===== src/rtl/sbmd_pkg.sv =====
// ----------------------------------------------------------------------------
// sbmd_pkg
// Shared types and constants of the SSD block match disparity unit.
// ----------------------------------------------------------------------------
package sbmd_pkg;

    // Configuration register indexes.
    localparam logic [2:0] CFG_IMAGE_COLS     = 3'd0;
    localparam logic [2:0] CFG_IMAGE_ROWS     = 3'd1;
    localparam logic [2:0] CFG_SEARCH_RANGE   = 3'd2;
    localparam logic [2:0] CFG_HALF_WINDOW    = 3'd3;
    localparam logic [2:0] CFG_NO_MATCH_LIMIT = 3'd4;

    // Register reset values.
    localparam logic [10:0] RST_IMAGE_COLS     = 11'd640;
    localparam logic [10:0] RST_IMAGE_ROWS     = 11'd480;
    localparam logic [6:0]  RST_SEARCH_RANGE   = 7'd30;
    localparam logic [2:0]  RST_HALF_WINDOW    = 3'd3;
    localparam logic [23:0] RST_NO_MATCH_LIMIT = 24'd10000;

    // Controls broadcast by the sequencer to every cell.
    typedef struct packed {
        logic clr;      // zero the accumulated cost
        logic acc_en;   // add the squared difference of this cycle
        logic shift;    // take the cost of the upper neighbor
    } t_cell_ctrl;

    // Tag that travels with each pixel pair down the chain.
    typedef struct packed {
        logic valid;    // the pair holds read data
        logic en;       // the right pixel lies inside the right window
        logic last;     // final pair of the window sweep
    } t_tag;

endpackage


===== src/rtl/sbmd_cell.sv =====
// ----------------------------------------------------------------------------
// sbmd_cell
// One disparity cell: shifts pixel pairs down the chain and accumulates the
// squared differences of its candidate window.
// ----------------------------------------------------------------------------
module sbmd_cell #(
    parameter int PIX_W  = 8,
    parameter int COST_W = 24
) (
    input  logic                 i_clk,
    input  logic                 i_rst_n,
    input  sbmd_pkg::t_cell_ctrl i_ctrl,
    input  logic [PIX_W-1:0]     i_left,
    input  logic [PIX_W-1:0]     i_right,
    input  sbmd_pkg::t_tag       i_tag,
    input  logic [COST_W-1:0]    i_cost,
    input  logic [PIX_W-1:0]     i_bc_right,
    output logic [PIX_W-1:0]     o_left,
    output logic [PIX_W-1:0]     o_right,
    output sbmd_pkg::t_tag       o_tag,
    output logic [COST_W-1:0]    o_cost
);
    import sbmd_pkg::*;

    logic [PIX_W-1:0]   r_left;
    logic [PIX_W-1:0]   r_right;
    t_tag               r_tag;
    logic [COST_W-1:0]  r_cost;
    logic [PIX_W-1:0]   w_diff;
    logic [2*PIX_W-1:0] w_sq;

    // Absolute difference against the broadcast right pixel, then squared.
    assign w_diff = (r_left > i_bc_right) ? (r_left - i_bc_right) : (i_bc_right - r_left);
    assign w_sq   = w_diff * w_diff;

    // Pixel pairs move one cell down every cycle.
    always_ff @(posedge i_clk) begin
        r_left  <= i_left;
        r_right <= i_right;
    end

    always_ff @(posedge i_clk) begin
        if (!i_rst_n) begin
            r_tag <= '0;
        end else begin
            r_tag <= i_tag;
        end
    end

    // Cost accumulator, also a shift line for the minimum scan.
    always_ff @(posedge i_clk) begin
        if (i_ctrl.clr) begin
            r_cost <= '0;
        end else if (i_ctrl.shift) begin
            r_cost <= i_cost;
        end else if (i_ctrl.acc_en) begin
            r_cost <= r_cost + COST_W'(w_sq);
        end
    end

    assign o_left  = r_left;
    assign o_right = r_right;
    assign o_tag   = r_tag;
    assign o_cost  = r_cost;

endmodule


===== config.mk =====
export PLATFORM = sky130hd
export DESIGN_NAME = sbmd_cell
export DESIGN_NICKNAME = d
export VERILOG_FILES = /design/src/rtl/sbmd_pkg.sv /design/src/rtl/sbmd_cell.sv
export SDC_FILE = /design/constraint.sdc
export NUM_CORES = 1
export LEC_CHECK = 0
export ABC_AREA = 1
export CAP_MARGIN = 20
export CORE_MARGIN = 1
export CORE_UTILIZATION = 40
export CTS_CLUSTER_SIZE = 10
export DETAILED_ROUTE_END_ITERATION = 8
export DONT_BUFFER_PORTS = 1
export SYNTH_ARGS = -nofsm -noshare
export SYNTH_HDL_FRONTEND = slang
export SYNTH_SLANG_ARGS = --single-unit

===== constraint.sdc =====
create_clock -name i_clk -period 7.4 [get_ports i_clk]
set_input_delay 1.48 -clock i_clk [delete_from_list [all_inputs] [get_ports i_clk]]
set_output_delay 1.48 -clock i_clk [all_outputs]
set_load 0.005 [all_outputs]

==> summary.txt, run 1 <==
Status
  – Status: finished, final reports clean

Clocking
  – Clock sink total: 43
  – CTS tree: yes
  – Total CTS buffers: 5
  – Post-CTS setup buffer count: 0
  – Post_cts resized: 0
  – Reg clk slew, reported paths: 0.07 ns
  – Hold-fix buffers, CTS: 0
  – CTS Buffer Depth: 2
  – Clk Latency, worst-skew pair: 0.30 ns
  – H-tree depth: 2
  – CTS Root Cell: clkbuf_16

Die
  – Site Rows: 40
  – Die Y-Extent: 114 µm
  – Die X: 114 µm
  – IO Pins: 99
  – Core Area: 12100 µm²
  – Full die area: 13000 µm²
  – Starting Density: 41.4%

Drt
  – Highest Signal Layer: met4
  – Post-DRT Antenna Nets: 0
  – Metal-1 WL: 6.08 mm
  – DR WL met2: 5.38 mm
  – First DRT Iteration DRCs: 231
  – Vias: 4427
  – DR pass1 iterations: 5
  – WL per Instance: 13.8 µm
  – Via/cell ratio: 4.96
  – Met3 wire len: 724 µm
  – DR DRC count: 0
  – Post-Route WL: 12.3 mm

Timing
  – Fmax: 0.153 GHz
  – Rel. slew slack: 72.2%
  – Max-slew violation count: 0
  – Final setup fails: 0
  – Fin crit period: 6.53 ns
  – Fin Clk Skew: 0.00631 ns
  – Slew @ Worst Pin: 0.416 ns
  – Tcrit/Tclk final: 88.2%
  – RSZ-0062 raised after global routing: no
  – Hold Violations, Final: 0
  – Fin Setup TNS: 0 ns
  – Setup WS post-layout: 0.875 ns

Global route
  – First-pass GRT wire length: 20.8 mm
  – Initial antenna violation count: 0
  – Remaining Overflow, GRT: 0
  – Vias in the first global route: 4406
  – Largest net degree at the start of global routing: 27
  – Global router's overall resource usage: 20.4%

Setup path
  – Crit. End Element: flop
  – Max incr delay on CP: 0.53 ns
  – Crit path from: i_bc_right[2]
  – Crit-path max FO: 9
  – Critical path class: input port to flop
  – Slowest-stage cell, CP: fa_1
  – Worst R2R Path Depth: 32
  – Worst Path Arrival: 6.76 ns
  – Slack of the worst reg-to-reg path: 1.65 ns
  – Worst EP required: 7.64 ns
  – Most Frequent Cell on Critical Path: nand2_1
  – Reg2reg start: o_left[0]
  – Reg-to-reg endpoint: o_cost[23]
  – CP Launch Type: input port
  – Worst setup path end: o_cost[23]

Placement
  – GP Congestion: 0.901
  – Port Buffer Count: 0
  – Worst slack at placement: 0.577 ns
  – Post-detail-place hpwl: 10.2 mm
  – Inst Count DP: 885

Layout
  – Finished Layout Cells: 893
  – # diodes: 0
  – Layout net count: 878
  – Layout cell share with drive strength beyond 1: 6.21%
  – P&R area growth vs syn: 6.83%
  – Final Core Density: 44.3%

Flow run
  – Max-cap violations: 0

Synthesis
  – Count leader, synth: nand2_1
  – Yosys cell types: 36
  – Synth area leader: dfxtp_1
  – Ys async rst share: 0%
  – Post-synth top area share: 17.1%
  – Post-synth EDFFs: 0
  – Synth Flop Type: dfxtp_1
  – Top cells by area, synth: dfxtp_1 (17%), fa_1 (16%), nand2_1 (15%)
  – YS warnings: 0
  – Mapped Nets: 880
  – Mapped Avg Cell Area: 6.91 µm²
  – Post-synthesis sequential element count: 43
  – Post-Syn Instances: 726
  – Cell Area, Synth: 5020 µm²
  – Post-synth top cells: nand2_1 (197), inv_1 (159), ha_1 (59)
  – Sequential share of the synthesized area: 17.1%

Hold path
  – Worst Hold Class: flop to flop
-- how the worst min path moves through the flow --
stage	start	cells past startpoint	to
4_1_cts	o_cost[7]	2	o_cost[7]
6_report	o_cost[7]	2	o_cost[7]
3_3_place_gp	o_cost[7]	2	o_cost[7]
3_5_place_dp	o_cost[7]	2	o_cost[7]
5_1_grt	o_cost[11]	2	o_cost[11]
2_1_floorplan	o_cost[7]	2	o_cost[7]
-- cell families after synthesis --
logic type                 synth area share (%)
and+or+nand+nor                            28.5
xor gates and xnor gates                   2.44
AOI/OAI and AO/OA                          8.20
buffers and inverters                      13.5
adders and majority gates                  30.3
DFF                                        17.1
-- area by class of cell --
| type | instances | area (µm²) |
|---|---|---|
| sequential | 43 | 861 |
| fill | 1291 | 6750 |
| clock inverter | 3 | 43.8 |
| timing repair buffer | 3 | 22.5 |
| clock buffer | 5 | 125 |
| inverter | 164 | 618 |
| tap | 168 | 210 |
| multi-input combinational | 507 | 3480 |
-- per-stage QoR --
stage,hold WS [ns],instance area (µm²)
after floorplan,0.493,5020
after global placement,0.518,5190
after detailed placement,0.528,5190
after CTS,0.538,5360
after global routing,0.565,5360
final,0.536,5360
-- critical path: cells and delay by family --
kind            cells  cell delay, ns
fa+ha+maj           6            2.81
simple gates       18            1.94
buf+inv             6            0.40
compound gates      1            0.12
-- routing by layer --
| metal | up-vias | track usage, % |
|---|---|---|
| met5 | - | 0 |
| li1 | 2207 | - |
| met2 | 139 | 32.6 |
| met3 | 12 | 4.94 |
| met1 | 2069 | 27.9 |
| met4 | 0 | 4.85 |
-- sequential cells by signal, summed over array words and instances (netlist names) --
| name | count |
|---|---|
| o_cost | 24 |
| o_left | 8 |
| o_right | 8 |
| o_tag | 3 |
-- layout by cell type (no fill, tap or decap), types with 5 or more instances in the layout --
| master | instances |
|---|---|
| nand2_1 | 197 |
| inv_1 | 159 |
| ha_1 | 59 |
| nor2_1 | 50 |
| nand3_1 | 43 |
| dfxtp_1 | 43 |
| fa_1 | 39 |
| a21oi_1 | 35 |
| a22oi_1 | 14 |
| nand2_2 | 8 |
| xnor2_1 | 7 |
| xor2_1 | 7 |
| o21ai_0 | 6 |
| nor3_1 | 5 |
| a31oi_1 | 5 |
| a31o_2 | 5 |
| clkbuf_16 | 5 |
Power of run 1 is not shown: default switching activity piles up to over one toggle a cycle in this logic, so the estimate is an artifact.
==> inputs of run 2 (changes only) <==
--- a/config.mk
+++ b/config.mk
@@ -5,13 +5,13 @@
 export SDC_FILE = /design/constraint.sdc
 export NUM_CORES = 1
 export LEC_CHECK = 0
-export ABC_AREA = 1
 export CAP_MARGIN = 20
 export CORE_MARGIN = 1
 export CORE_UTILIZATION = 40
 export CTS_CLUSTER_SIZE = 10
 export DETAILED_ROUTE_END_ITERATION = 8
 export DONT_BUFFER_PORTS = 1
+export SKIP_CTS_REPAIR_TIMING = 1
 export SYNTH_ARGS = -nofsm -noshare
 export SYNTH_HDL_FRONTEND = slang
 export SYNTH_SLANG_ARGS = --single-unit
==> run 2 against run 1 <==
Compared with the run above:
- synthesized cell count decreased by 25%
- cell count shrank 17%
- hold slack improved by 0.058 ns
- flip-flop and latch count unchanged
- clock skew grew 0.0031 ns
- first-iteration DRC count fell by 45%
- register-to-register slack got worse by 0.63 ns
- non-clock buffer count up 66
- fmax fell by 8.8%
- worst setup slack got worse by 0.63 ns
- synthesized area is 7.6% lower
- sequential share of layout area fell by 0.56 points
==> summary.txt, run 2 <==
Synthesis
  – Sequential share of the synthesized area: 18.6%
  – Mapped Avg Cell Area: 8.48 µm²
  – Post-synth top cells: inv_1 (106), ha_1 (59), nor2_1 (57)
  – Post-synth top area share: 18.6%
  – Post-synthesis sequential element count: 43
  – Cell Area, Synth: 4640 µm²
  – YS warnings: 0
  – Yosys cell types: 56
  – Post-synth EDFFs: 0
  – Post-Syn Instances: 547
  – Synth Flop Type: dfxtp_1
  – Ys async rst share: 0%
  – Count leader, synth: inv_1
  – Top cells by area, synth: dfxtp_1 (19%), fa_1 (17%), ha_1 (16%)
  – Mapped Nets: 701
  – Synth area leader: dfxtp_1

Clocking
  – Clock sink total: 43
  – Clk Latency, worst-skew pair: 0.30 ns
  – CTS tree: yes
  – CTS Buffer Depth: 2
  – Reg clk slew, reported paths: 0.07 ns
  – CTS Root Cell: clkbuf_16
  – H-tree depth: 2
  – Total CTS buffers: 5

Global route
  – Initial antenna violation count: 0
  – Remaining Overflow, GRT: 0
  – Global router's overall resource usage: 18.9%
  – First-pass GRT wire length: 17.4 mm
  – Vias in the first global route: 3715
  – Largest net degree at the start of global routing: 34

Die
  – Core Area: 11100 µm²
  – Site Rows: 38
  – Starting Density: 41.9%
  – Full die area: 12000 µm²
  – Die X: 110 µm
  – Die Y-Extent: 110 µm
  – IO Pins: 99

Drt
  – Post-DRT Antenna Nets: 0
  – Vias: 3878
  – WL per Instance: 14.9 µm
  – Post-Route WL: 11.1 mm
  – First DRT Iteration DRCs: 126
  – DR pass1 iterations: 4
  – Via/cell ratio: 5.21
  – DR DRC count: 0

Setup path
  – Crit-path max FO: 10
  – Worst Path Arrival: 7.37 ns
  – Slowest-stage cell, CP: fa_1
  – Most Frequent Cell on Critical Path: fa_1
  – Worst EP required: 7.61 ns
  – Crit. End Element: flop
  – CP Launch Type: input port
  – Max incr delay on CP: 0.59 ns
  – Critical path class: input port to flop

Timing
  – Fin Setup TNS: 0 ns
  – Fin crit period: 7.16 ns
  – Final setup fails: 0
  – Slew @ Worst Pin: 0.622 ns
  – Fin Clk Skew: 0.00944 ns
  – Max-slew violation count: 0
  – Fmax: 0.140 GHz
  – Rel. slew slack: 58.5%
  – Hold Violations, Final: 0
  – Tcrit/Tclk final: 96.7%

Layout
  – Most frequent cells in the layout: inv_1 (104), buf_4 (69), ha_1 (56)
  – Commonest non-fill, non-tap cell in the layout: inv_1
  – Layout net count: 757
  – Storage cell area: 861 µm²
  – Multi-input logic area: 3460 µm²
  – Fill count: 1060
  – Layout cell share with drive strength beyond 1: 19.7%
  – P&R area growth vs syn: 19.8%
  – # diodes: 0
  – Max reg flops: 24
  – Final Core Density: 50.2%

Placement
  – Port Buffer Count: 0
  – Post-detail-place hpwl: 8.92 mm
  – GP Congestion: 0.916

Status
  – Status: finished, final reports clean

Hold path
  – Worst Hold Class: flop to flop

Flow run
  – Max-cap violations: 0
## run 2: cell types whose count changed after synthesis, sizes merged, moves of 8 or more
cell	delta
nand2	-191
inv	-57
nand3	-38
a211oi	+16
a22oi	-14
mux2i	+14
a21o	+9
o21ai	+9
and3	+8
## run 2: per-stage QoR
stage          hold slack [ns]  setup WS, ns  cell area [µm²]  instances
4_1_cts                  0.590        -0.145             5400        742
3_3_place_gp             0.562        -0.303             5260        734
2_1_floorplan            0.538        0.0283             4700        547
6_report                 0.594         0.243             5560        744
5_1_grt                  0.608      -0.00399             5560        744
3_5_place_dp             0.581        -0.411             5260        734
## run 2: critical path: cells and delay by family
family	cells	cell delay [ns]
AND/OR/NAND/NOR	4	0.57
adder cells (fa/ha/maj)	7	2.90
AO/OA/AOI/OAI	8	1.73
XOR/XNOR	1	0.14
buffers and inverters	5	0.52
## run 2: metal layers
metal	wire length (µm)	share of wire (%)	GRT usage (%)	up-vias
li1	-	-	-	1926
met1	4830	44	23.4	1870
met2	5580	50	32.5	70
met3	489	4.4	4.15	12
met4	164	1.5	5.81	0
met5	0	0	0	-
## run 2: final timing paths
check | to | slack, ns | cells after the start | start
setup reg to reg | o_cost[13] | 1.02 | 26 | o_left[0]
hold / removal | o_cost[14] | 0.59 | 2 | o_cost[14]
hold reg to reg | o_cost[14] | 0.59 | 2 | o_cost[14]
setup / recovery | o_cost[13] | 0.24 | 25 | i_bc_right[0]
## run 2: cell type report
class,instances,share of cell area [%]
Multi-Input combinational cell,377,62.3
Sequential cell,43,15.5
Timing Repair Buffer,69,9.32
Inverter,107,7.23
Tap cell,140,3.15
Clock buffer,6,2.32
Clock inverter,2,0.225
## run 2: cell families (layout without fill, tap and decap cells)
family	Yosys count	in the layout	synth area share (%)
buffers and inverters	127	184	11.0
muxes	15	15	3.26
xor gates and xnor gates	20	20	3.94
adders and majority gates	98	98	32.8
DFF	43	43	18.6
and+or+nand+nor	130	130	13.3
AOI/OAI and AO/OA	114	114	17.2
Power of run 2 is left out for the same reason.
